<file path="config.mk">
export PLATFORM = sky130hd
export DESIGN_NAME = miller_rabin_word_prime_test_top
export DESIGN_NICKNAME = d
export VERILOG_FILES = /design/src/design/mrpt_pkg.sv /design/src/design/mrpt_mulmod.sv /design/src/design/miller_rabin_word_prime_test_top.sv
export SDC_FILE = /design/constraint.sdc
export NUM_CORES = 2
export LEC_CHECK = 0
export BUFFER_PORTS_ARGS = -buffer_cell sky130_fd_sc_hd__clkbuf_2
export CAP_MARGIN = 20
export CORE_UTILIZATION = 60
export DETAILED_ROUTE_END_ITERATION = 10
export PLACE_DENSITY = 0.81
export SLEW_MARGIN = 40
export SYNTH_ARGS = -nofsm -noshare
export SYNTH_HDL_FRONTEND = slang
export SYNTH_SLANG_ARGS = --single-unit
</file>
<file path="constraint.sdc">
create_clock -name clk -period 63.8 [get_ports clk]
set_clock_uncertainty 0.15 [all_clocks]
set_input_delay 12.76 -clock clk [delete_from_list [all_inputs] [get_ports clk]]
set_output_delay 12.76 -clock clk [all_outputs]
set_load 0.05 [all_outputs]
</file>
<file path="src/design/mrpt_pkg.sv">
// shared constants, types and base tables for the word prime tester
package mrpt_pkg;

  localparam int WordBits = 64;
  localparam int ShiftBits = 7;
  localparam int BaseIdxBits = 3;

  typedef logic [WordBits-1:0] word_t;

  localparam logic [63:0] LimitSmall = 64'd1373653;
  localparam logic [63:0] LimitMid = 64'd4759123141;

  // base set selector codes
  typedef enum logic [1:0] {
    SET_SMALL = 2'd0,
    SET_MID   = 2'd1,
    SET_FULL  = 2'd2
  } base_set_t;

  // multiplier control from the sequencer
  typedef struct packed {
    logic  start;
    word_t x;
    word_t y;
    word_t m;
  } mul_req_t;

  // multiplier status back to the sequencer
  typedef struct packed {
    logic  done;
    word_t prod;
  } mul_rsp_t;

  function automatic logic [2:0] num_bases(input base_set_t set);
    logic [2:0] n;
    unique case (set)
      SET_SMALL: n = 3'd2;
      SET_MID:   n = 3'd3;
      default:   n = 3'd7;
    endcase
    return n;
  endfunction

  function automatic logic [31:0] base_value(input base_set_t set,
                                             input logic [BaseIdxBits-1:0] idx);
    logic [31:0] v;
    v = 32'd2;
    unique case (set)
      SET_SMALL: v = (idx == 3'd0) ? 32'd2 : 32'd3;
      SET_MID: begin
        unique case (idx)
          3'd0:    v = 32'd2;
          3'd1:    v = 32'd7;
          default: v = 32'd61;
        endcase
      end
      default: begin
        unique case (idx)
          3'd0:    v = 32'd2;
          3'd1:    v = 32'd325;
          3'd2:    v = 32'd9375;
          3'd3:    v = 32'd28178;
          3'd4:    v = 32'd450775;
          3'd5:    v = 32'd9780504;
          default: v = 32'd1795265022;
        endcase
      end
    endcase
    return v;
  endfunction

endpackage

</file>
<file path="src/design/mrpt_mulmod.sv">
// bit-serial modular multiplier: separate doubling and conditional add states
module mrpt_mulmod (
  input  logic              clk,
  input  logic              rst,
  input  mrpt_pkg::mul_req_t req,
  output mrpt_pkg::mul_rsp_t rsp
);

  typedef enum logic [1:0] {S_IDLE, S_DBL, S_ADD} state_t;

  state_t state;
  mrpt_pkg::word_t acc, x, y, m;
  logic [mrpt_pkg::ShiftBits-1:0] cnt;
  logic [mrpt_pkg::WordBits:0] sum;
  mrpt_pkg::word_t addend, red;

  // shared adder: acc plus acc or x, reduced once by m
  always_comb begin
    addend = (state == S_DBL) ? acc : x;
    sum = {1'b0, acc} + {1'b0, addend};
    if (sum >= {1'b0, m}) red = mrpt_pkg::WordBits'(sum - {1'b0, m});
    else red = sum[mrpt_pkg::WordBits-1:0];
  end

  always_ff @(posedge clk) begin
    if (rst) begin
      state <= S_IDLE;
      rsp.done <= 1'b0;
    end else begin
      rsp.done <= 1'b0;
      unique case (state)
        S_IDLE: begin
          if (req.start) begin
            acc <= '0;
            x <= req.x;
            y <= req.y;
            m <= req.m;
            cnt <= mrpt_pkg::ShiftBits'(mrpt_pkg::WordBits - 1);
            state <= S_DBL;
          end
        end
        S_DBL: begin
          acc <= red;
          if (y[cnt[5:0]]) state <= S_ADD;
          else if (cnt == '0) begin
            state <= S_IDLE;
            rsp.done <= 1'b1;
            rsp.prod <= red;
          end else cnt <= cnt - 1'b1;
        end
        S_ADD: begin
          acc <= red;
          if (cnt == '0) begin
            state <= S_IDLE;
            rsp.done <= 1'b1;
            rsp.prod <= red;
          end else begin
            cnt <= cnt - 1'b1;
            state <= S_DBL;
          end
        end
        default: state <= S_IDLE;
      endcase
    end
  end

endmodule

</file>
<file path="src/design/miller_rabin_word_prime_test_top.sv">
// miller-rabin sequencer and handshake for one 64-bit word
//   channel | dir | signals
//   in      | in  | candidate_valid, candidate_ready, candidate
//   out     | out | is_prime_valid, is_prime_ready, is_prime
// a trivial word (below 4 or even) has its result registered as it is taken; otherwise
// each of the 2, 3 or 7 bases needs 64 squarings, one product per set bit of r
// and up to s-1 more squarings (at most about 127 products), and the products
// run one at a time on the one bit-serial modular multiplier.
// synchronous reset returns to idle; no new word is taken until the
// result register is emptied, and a stalled result holds.
module miller_rabin_word_prime_test_top (
  input  logic        clk,
  input  logic        rst,
  input  logic        candidate_valid,
  output logic        candidate_ready,
  input  logic [63:0] candidate,
  output logic        is_prime_valid,
  input  logic        is_prime_ready,
  output logic        is_prime
);

  typedef enum logic [3:0] {
    S_IDLE, S_SPLIT, S_BASE, S_REDB, S_PSQ, S_PMUL, S_CHECK, S_SQ, S_OUT
  } state_t;

  state_t state;
  mrpt_pkg::word_t a, r, x, b, am1;
  logic [mrpt_pkg::ShiftBits-1:0] s, k, bit_i;
  logic [mrpt_pkg::BaseIdxBits-1:0] bidx;
  mrpt_pkg::base_set_t bset;
  logic wait_mul;
  mrpt_pkg::mul_req_t req;
  mrpt_pkg::mul_rsp_t rsp;

  mrpt_mulmod u_mul (.clk(clk), .rst(rst), .req(req), .rsp(rsp));

  assign candidate_ready = (state == S_IDLE);
  assign am1 = a - 1'b1;

  // sequencer over bases, exponent bits and squarings
  always_ff @(posedge clk) begin
    if (rst) begin
      state <= S_IDLE;
      is_prime_valid <= 1'b0;
      req.start <= 1'b0;
      wait_mul <= 1'b0;
    end else begin
      req.start <= 1'b0;
      unique case (state)
        S_IDLE: begin
          if (candidate_valid) begin
            a <= candidate;
            if (candidate <= 64'd3 || !candidate[0]) begin
              is_prime <= (candidate == 64'd2) || (candidate == 64'd3);
              is_prime_valid <= 1'b1;
              state <= S_OUT;
            end else begin
              r <= candidate - 1'b1;
              s <= '0;
              bidx <= '0;
              if (candidate < mrpt_pkg::LimitSmall) bset <= mrpt_pkg::SET_SMALL;
              else if (candidate < mrpt_pkg::LimitMid) bset <= mrpt_pkg::SET_MID;
              else bset <= mrpt_pkg::SET_FULL;
              state <= S_SPLIT;
            end
          end
        end
        S_SPLIT: begin
          if (!r[0]) begin
            r <= r >> 1;
            s <= s + 1'b1;
          end else state <= S_BASE;
        end
        S_BASE: begin
          b <= 64'(mrpt_pkg::base_value(bset, bidx));
          state <= S_REDB;
        end
        S_REDB: begin
          // base is below 2^31; reduce by repeated subtraction
          if (b >= a) b <= b - a;
          else begin
            x <= (a == 64'd1) ? '0 : 64'd1;
            bit_i <= mrpt_pkg::ShiftBits'(mrpt_pkg::WordBits - 1);
            state <= S_PSQ;
            wait_mul <= 1'b0;
          end
        end
        S_PSQ: begin
          if (!wait_mul) begin
            req.start <= 1'b1;
            req.x <= x; req.y <= x; req.m <= a;
            wait_mul <= 1'b1;
          end else if (rsp.done) begin
            x <= rsp.prod;
            wait_mul <= 1'b0;
            if (r[bit_i[5:0]]) state <= S_PMUL;
            else if (bit_i == '0) state <= S_CHECK;
            else bit_i <= bit_i - 1'b1;
          end
        end
        S_PMUL: begin
          if (!wait_mul) begin
            req.start <= 1'b1;
            req.x <= b; req.y <= x; req.m <= a;
            wait_mul <= 1'b1;
          end else if (rsp.done) begin
            x <= rsp.prod;
            wait_mul <= 1'b0;
            if (bit_i == '0) state <= S_CHECK;
            else begin
              bit_i <= bit_i - 1'b1;
              state <= S_PSQ;
            end
          end
        end
        S_CHECK: begin
          k <= 7'd1;
          if (x == 64'd1 || x == am1) begin
            if (bidx == mrpt_pkg::num_bases(bset) - 1'b1) begin
              is_prime <= 1'b1; is_prime_valid <= 1'b1; state <= S_OUT;
            end else begin
              bidx <= bidx + 1'b1; state <= S_BASE;
            end
          end else state <= S_SQ;
        end
        S_SQ: begin
          if (k >= s) begin
            is_prime <= 1'b0; is_prime_valid <= 1'b1; state <= S_OUT;
          end else if (!wait_mul) begin
            req.start <= 1'b1;
            req.x <= x; req.y <= x; req.m <= a;
            wait_mul <= 1'b1;
          end else if (rsp.done) begin
            wait_mul <= 1'b0;
            x <= rsp.prod;
            k <= k + 1'b1;
            if (rsp.prod == am1) begin
              if (bidx == mrpt_pkg::num_bases(bset) - 1'b1) begin
                is_prime <= 1'b1; is_prime_valid <= 1'b1; state <= S_OUT;
              end else begin
                bidx <= bidx + 1'b1; state <= S_BASE;
              end
            end else if (rsp.prod == 64'd1) begin
              is_prime <= 1'b0; is_prime_valid <= 1'b1; state <= S_OUT;
            end
          end
        end
        S_OUT: begin
          if (is_prime_ready) begin
            is_prime_valid <= 1'b0;
            state <= S_IDLE;
          end
        end
        default: state <= S_IDLE;
      endcase
    end
  end

  // result valid only while holding a word
  a_valid_out: assert property (@(posedge clk) disable iff (rst)
    is_prime_valid |-> state == S_OUT) else $error("result valid outside output state");
  // no word taken while a result waits
  a_no_take: assert property (@(posedge clk) disable iff (rst)
    is_prime_valid |-> !candidate_ready) else $error("ready while result pending");
  // multiplier only started from a multiply state
  a_mul_start: assert property (@(posedge clk) disable iff (rst)
    req.start |-> $past(state == S_PSQ || state == S_PMUL || state == S_SQ))
    else $error("multiplier started outside multiply state");

endmodule
</file>
==> impl_table.tex <==
\begin{tabular}{lr}
\hline
Metric & Value \\
\hline
\multicolumn{2}{l}{\textbf{Outcome}} \\
Run status & completed \\
\multicolumn{2}{l}{\textbf{Global routing}} \\
Total routing usage reported by global routing & 0.459 \\
Initial antenna violation count & 12 \\
Via count of the first global-routing pass & approximately 43000 \\
First-pass GRT wire length & just under 300 mm \\
Maximum number of pins on one net before global-route repair & approximately 100 \\
Global route total overflow & 0 \\
\multicolumn{2}{l}{\textbf{Routing}} \\
Initial DRC Count & between 7000 and 8000 \\
1st-pass router iterations & 8 \\
Final wirelength & 208 mm \\
Post-route DRC & 0 \\
Mean number of vias per cell & 7.18 \\
Detail-routed net length per standard cell & 32.4 um \\
Post-DRT Antenna Nets & 0 \\
Via count & $\sim$46000 \\
\multicolumn{2}{l}{\textbf{Pwr}} \\
Combinational share of power & 0.272 \\
Pwr Total & around 1600 uW \\
Pwr Density & about 28 nW/um\^{}2 \\
Peak VDD IR & approximately 0.028 mV \\
Internal power summed over all cells & 1040 uW \\
Part of the total power dissipated in sequential elements & 0.410 \\
Clock power share & 0.318 \\
Leakage & 0.0206 uW \\
Switching power total & 534 uW \\
Switching part of the total power & 0.338 \\
\multicolumn{2}{l}{\textbf{Floorplan}} \\
Area of the die & around 89000 um\^{}2 \\
Ports placed on the boundary & 71 \\
Row count & $\sim$110 \\
Chip Height & 299 um \\
Core box area & slightly below 90000 um\^{}2 \\
Starting density of the core & 0.607 \\
Die Span X & about 300 um \\
\multicolumn{2}{l}{\textbf{Worst setup path}} \\
CP dominant cell by count & sky130\_fd\_sc\_hd\_\_or3\_1 \\
Worst-path fanout max & 7 \\
Worst setup path class & input pin to register \\
Worst setup startpoint & candidate[4] \\
CP delay by family, top & simple AND/OR/NAND/NOR gates \\
Critical Path Sink Type & register \\
Worst path cell trace & clkbuf\_2, or3\_1, or3\_1, or2\_2, or4\_1, nor2\_1, nand3\_1, or2\_2, or3\_1, nor2\_1, xnor2\_1, a21oi\_1 \\
Data required time at the worst endpoint & 64040 ps \\
Critical path startpoint category & input pin \\
WP data arrival & between 15000 and 20000 ps \\
Crit-path slowest cell & sky130\_fd\_sc\_hd\_\_or4\_1 \\
Worst Path Buf+Inv & 1 \\
Worst reg2reg startpoint & u\_mul.state[0]\$\_SDFFE\_PP0P\_ \\
Delay of the slowest critical-path stage & approximately 590 ps \\
Terminus of the critical flop-to-flop path & u\_mul.rsp[54]\$\_DFFE\_PP\_ \\
R2r worst-path depth & 26 \\
R2R Setup Slk & roughly 54000 ps \\
\multicolumn{2}{l}{\textbf{CTS}} \\
Num CTS Buffers & between 80 and 90 \\
Clock tree root buffer cell & sky130\_fd\_sc\_hd\_\_clkbuf\_16 \\
Clock-pin slew reported for the worst setup and hold paths after clock tree synthesis & approximately 60 ps \\
CTS sink count & 812 \\
CTS tree & done \\
Skew-Pair Late Insertion Delay & approximately 700 ps \\
Number of instances resized during post-cts repair & 0 \\
Clock H-tree levels & 3 \\
Largest buffer count on any clock path & 3 \\
Buffer count from post-CTS setup fixing & 0 \\
\# hold bufs at CTS & 0 \\
\multicolumn{2}{l}{\textbf{Synth}} \\
Synth Net Count & 5523 \\
Leading cell type by number of instances after synthesis & sky130\_fd\_sc\_hd\_\_edfxtp\_1 \\
Part of the Yosys area used for sequential elements & 0.460 \\
Largest cells by area after synthesis & sky130\_fd\_sc\_hd\_\_edfxtp\_1 46\%, sky130\_fd\_sc\_hd\_\_ha\_1 5.1\%, sky130\_fd\_sc\_hd\_\_xnor2\_1 4.0\%, sky130\_fd\_sc\_hd\_\_a21oi\_1 3.9\%, sky130\_fd\_sc\_hd\_\_nor2\_1 3.1\% \\
Post-synth EDFFs & $\sim$800 \\
Cell Area, Synth & $\sim$53000 um\^{}2 \\
Synth cell count leaders & 802 x sky130\_fd\_sc\_hd\_\_edfxtp\_1, 442 x sky130\_fd\_sc\_hd\_\_nor2\_1, 441 x sky130\_fd\_sc\_hd\_\_nand2\_1, 413 x sky130\_fd\_sc\_hd\_\_a21oi\_1, 277 x sky130\_fd\_sc\_hd\_\_clkbuf\_1 \\
Post-Syn Instances & 5235 \\
Area share of the largest cell type after synthesis & 0.456 \\
Commonest register cell after synthesis & sky130\_fd\_sc\_hd\_\_edfxtp\_1 \\
Combinational family with the most area after synthesis & compound AO/OA/AOI/OAI gates \\
Average footprint of a synthesized cell & slightly above 10 um\^{}2 \\
Simple-gate share of the synthesized area & 0.163 \\
Post-synthesis share of cell area spent on xor and xnor gates & 0.0642 \\
Area fraction in compound gates after synthesis & 0.166 \\
Most area-hungry cell type in the Yosys netlist & sky130\_fd\_sc\_hd\_\_edfxtp\_1 \\
Synth async-reset ratio & 0 \\
Seq cells post-synth & 812 \\
Distinct cell type count of the synthesized netlist & 95 \\
Proportion of synthesized area in mux cells & 0.0538 \\
Post-synthesis share of cell area spent on full adders, half adders and majority gates & 0.0526 \\
Yosys warns & 0 \\
\multicolumn{2}{l}{\textbf{Cells and area}} \\
Net count, final & between 5000 and 6000 \\
Ratio of cells with drive above 1 in the final layout & 0.103 \\
Number of filler instances in the final layout & 6677 \\
P\&R area growth vs syn & 8.70\% \\
\multicolumn{2}{l}{\textbf{STA}} \\
Portion of the clock cycle consumed by the worst path in the final layout & 0.253 \\
Worst max-slew margin expressed relative to the limit & 0.310 \\
Setup TNS & 0 ps \\
Final Hold Viols & 0 \\
Final Slew Violations & 0 \\
FMAX & a little over 60 MHz \\
Final Critical Period & 16170 ps \\
Final setup fails & 0 \\
RSZ-0062 raised after global routing & false \\
Actual transition at the worst max-transition pin & just over 1000 ps \\
\multicolumn{2}{l}{\textbf{Worst hold path}} \\
Number of stages on the worst hold path & 0 \\
Min-Delay Startpoint & req[71]\$\_DFFE\_PP\_ \\
Path type of the worst min-delay path & register to register \\
Hold EP & u\_mul.y[7]\$\_DFFE\_PP\_ \\
\multicolumn{2}{l}{\textbf{Placed design}} \\
Total half-perimeter wirelength after legalization and detailed placement & 156 mm \\
GPL Wtd Cong & about 1.1 \\
\# port buffers & 70 \\
\multicolumn{2}{l}{\textbf{Run}} \\
Total of max-cap violations & 0 \\
\hline
\end{tabular}
[area by class of cell]
type	instances	area, um^2	area share
Tap cell	1155	1450	0.0252
Timing Repair Buffer	201	1440	0.0250
Clock buffer	106	2270	0.0396
Antenna cell	4	10.0	0.000175
Clock inverter	51	482	0.00840
Inverter	215	807	0.0141
Multi-Input combinational cell	3879	26600	0.464
Sequential cell	812	24300	0.423
[worst max-delay path by stage]
stage	slack (ps)	depth (start not counted)	end
2_1_floorplan	19310	2	req[0]$_DFFE_PP_
3_3_place_gp	46980	12	r[51]$_DFFE_PP_
3_5_place_dp	47000	12	r[51]$_DFFE_PP_
4_1_cts	47700	12	r[51]$_DFFE_PP_
5_1_grt	47500	12	r[51]$_DFFE_PP_
6_report	47630	12	r[51]$_DFFE_PP_
[routing by layer]
metal,vias to the layer above,track usage,wire length (um)
li1,19700,-,-
met1,22500,0.617,77900
met2,3300,0.674,88400
met3,659,0.122,27200
met4,14,0.260,14300
met5,-,0.00317,121
[cells by family after synthesis]
logic type | after synthesis
buffers and inverters | 544
xor gates and xnor gates | 367
and+or+nand+nor | 1720
DFF | 812
adders and majority gates | 220
AOI/OAI and AO/OA | 1332
muxes | 240
[power by group through the flow]
stage | Combinational, uW | Clock [uW] | Sequential [uW]
after floorplan | 296 | 0 | 634
after CTS | 415 | 502 | 643
after global routing | 456 | 520 | 645
final | 430 | 502 | 647
after detailed placement | 411 | 0 | 654
after global placement | 408 | 0 | 654
[sequential cells by signal, summed over array words and instances (netlist names), 2 cells and up]
register / flops
bit_i: 7
s: 7
u_mul.acc: 64
req: 193
a: 64
bset: 2
bidx: 3
state: 4
k: 7
u_mul.rsp: 65
x: 64
r: 64
b: 64
u_mul.x: 64
u_mul.y: 64
u_mul.state: 2
u_mul.m: 64
u_mul.cnt: 7
[through the flow]
stage | util | instances | setup WS, ps | hold slack (ps) | instance area, um^2
6_report | 0.660 | 6423 | 47630 | 293 | 57400
5_1_grt | 0.660 | 6419 | 47500 | 299 | 57300
4_1_cts | 0.658 | 6407 | 47700 | 295 | 57200
3_5_place_dp | 0.627 | 6250 | 47000 | 284 | 54500
3_3_place_gp | 0.624 | 6239 | 46980 | 279 | 54200
2_1_floorplan | - | 5235 | 19310 | 276 | 52800
[cell usage in the layout, fill, tap and decap left out, types with 18 or more instances in the layout]
master                      synthesis  final
sky130_fd_sc_hd__a22o_1            69     69
sky130_fd_sc_hd__buf_4              7     98
sky130_fd_sc_hd__nor2_1           442    437
sky130_fd_sc_hd__nand2_1          441    438
sky130_fd_sc_hd__mux2i_1          145    145
sky130_fd_sc_hd__nor4_1            94     85
sky130_fd_sc_hd__or2_2             23     23
sky130_fd_sc_hd__nor2b_1           36     36
sky130_fd_sc_hd__o21a_1            26     24
sky130_fd_sc_hd__o21ai_0          218    217
sky130_fd_sc_hd__o211ai_1          24     24
sky130_fd_sc_hd__nand2b_1          49     49
sky130_fd_sc_hd__edfxtp_1         802    802
sky130_fd_sc_hd__mux2_2            67     67
sky130_fd_sc_hd__nand3_1          163    163
sky130_fd_sc_hd__o31ai_1           20     19
sky130_fd_sc_hd__nand4_1           85     85
sky130_fd_sc_hd__a21o_1           129    129
sky130_fd_sc_hd__clkbuf_2           1     73
sky130_fd_sc_hd__inv_1            211    211
sky130_fd_sc_hd__or4_1             31     31
sky130_fd_sc_hd__a211oi_1          89     86
sky130_fd_sc_hd__a21oi_1          413    412
sky130_fd_sc_hd__or3_1             39     39
sky130_fd_sc_hd__clkbuf_16          0     87
sky130_fd_sc_hd__o2111ai_1         22     22
sky130_fd_sc_hd__nor3_1           133    127
sky130_fd_sc_hd__and3_1            55     52
sky130_fd_sc_hd__a31oi_1           34     34
sky130_fd_sc_hd__xnor2_1          238    238
sky130_fd_sc_hd__o21bai_1          41     41
sky130_fd_sc_hd__xor2_1           116    116
sky130_fd_sc_hd__a221oi_1          76     74
sky130_fd_sc_hd__ha_1             217    216
sky130_fd_sc_hd__and2_1            37     35
sky130_fd_sc_hd__mux4_2            28     28
sky130_fd_sc_hd__and4_1            18     18
(Power assumes the default switching activity.)
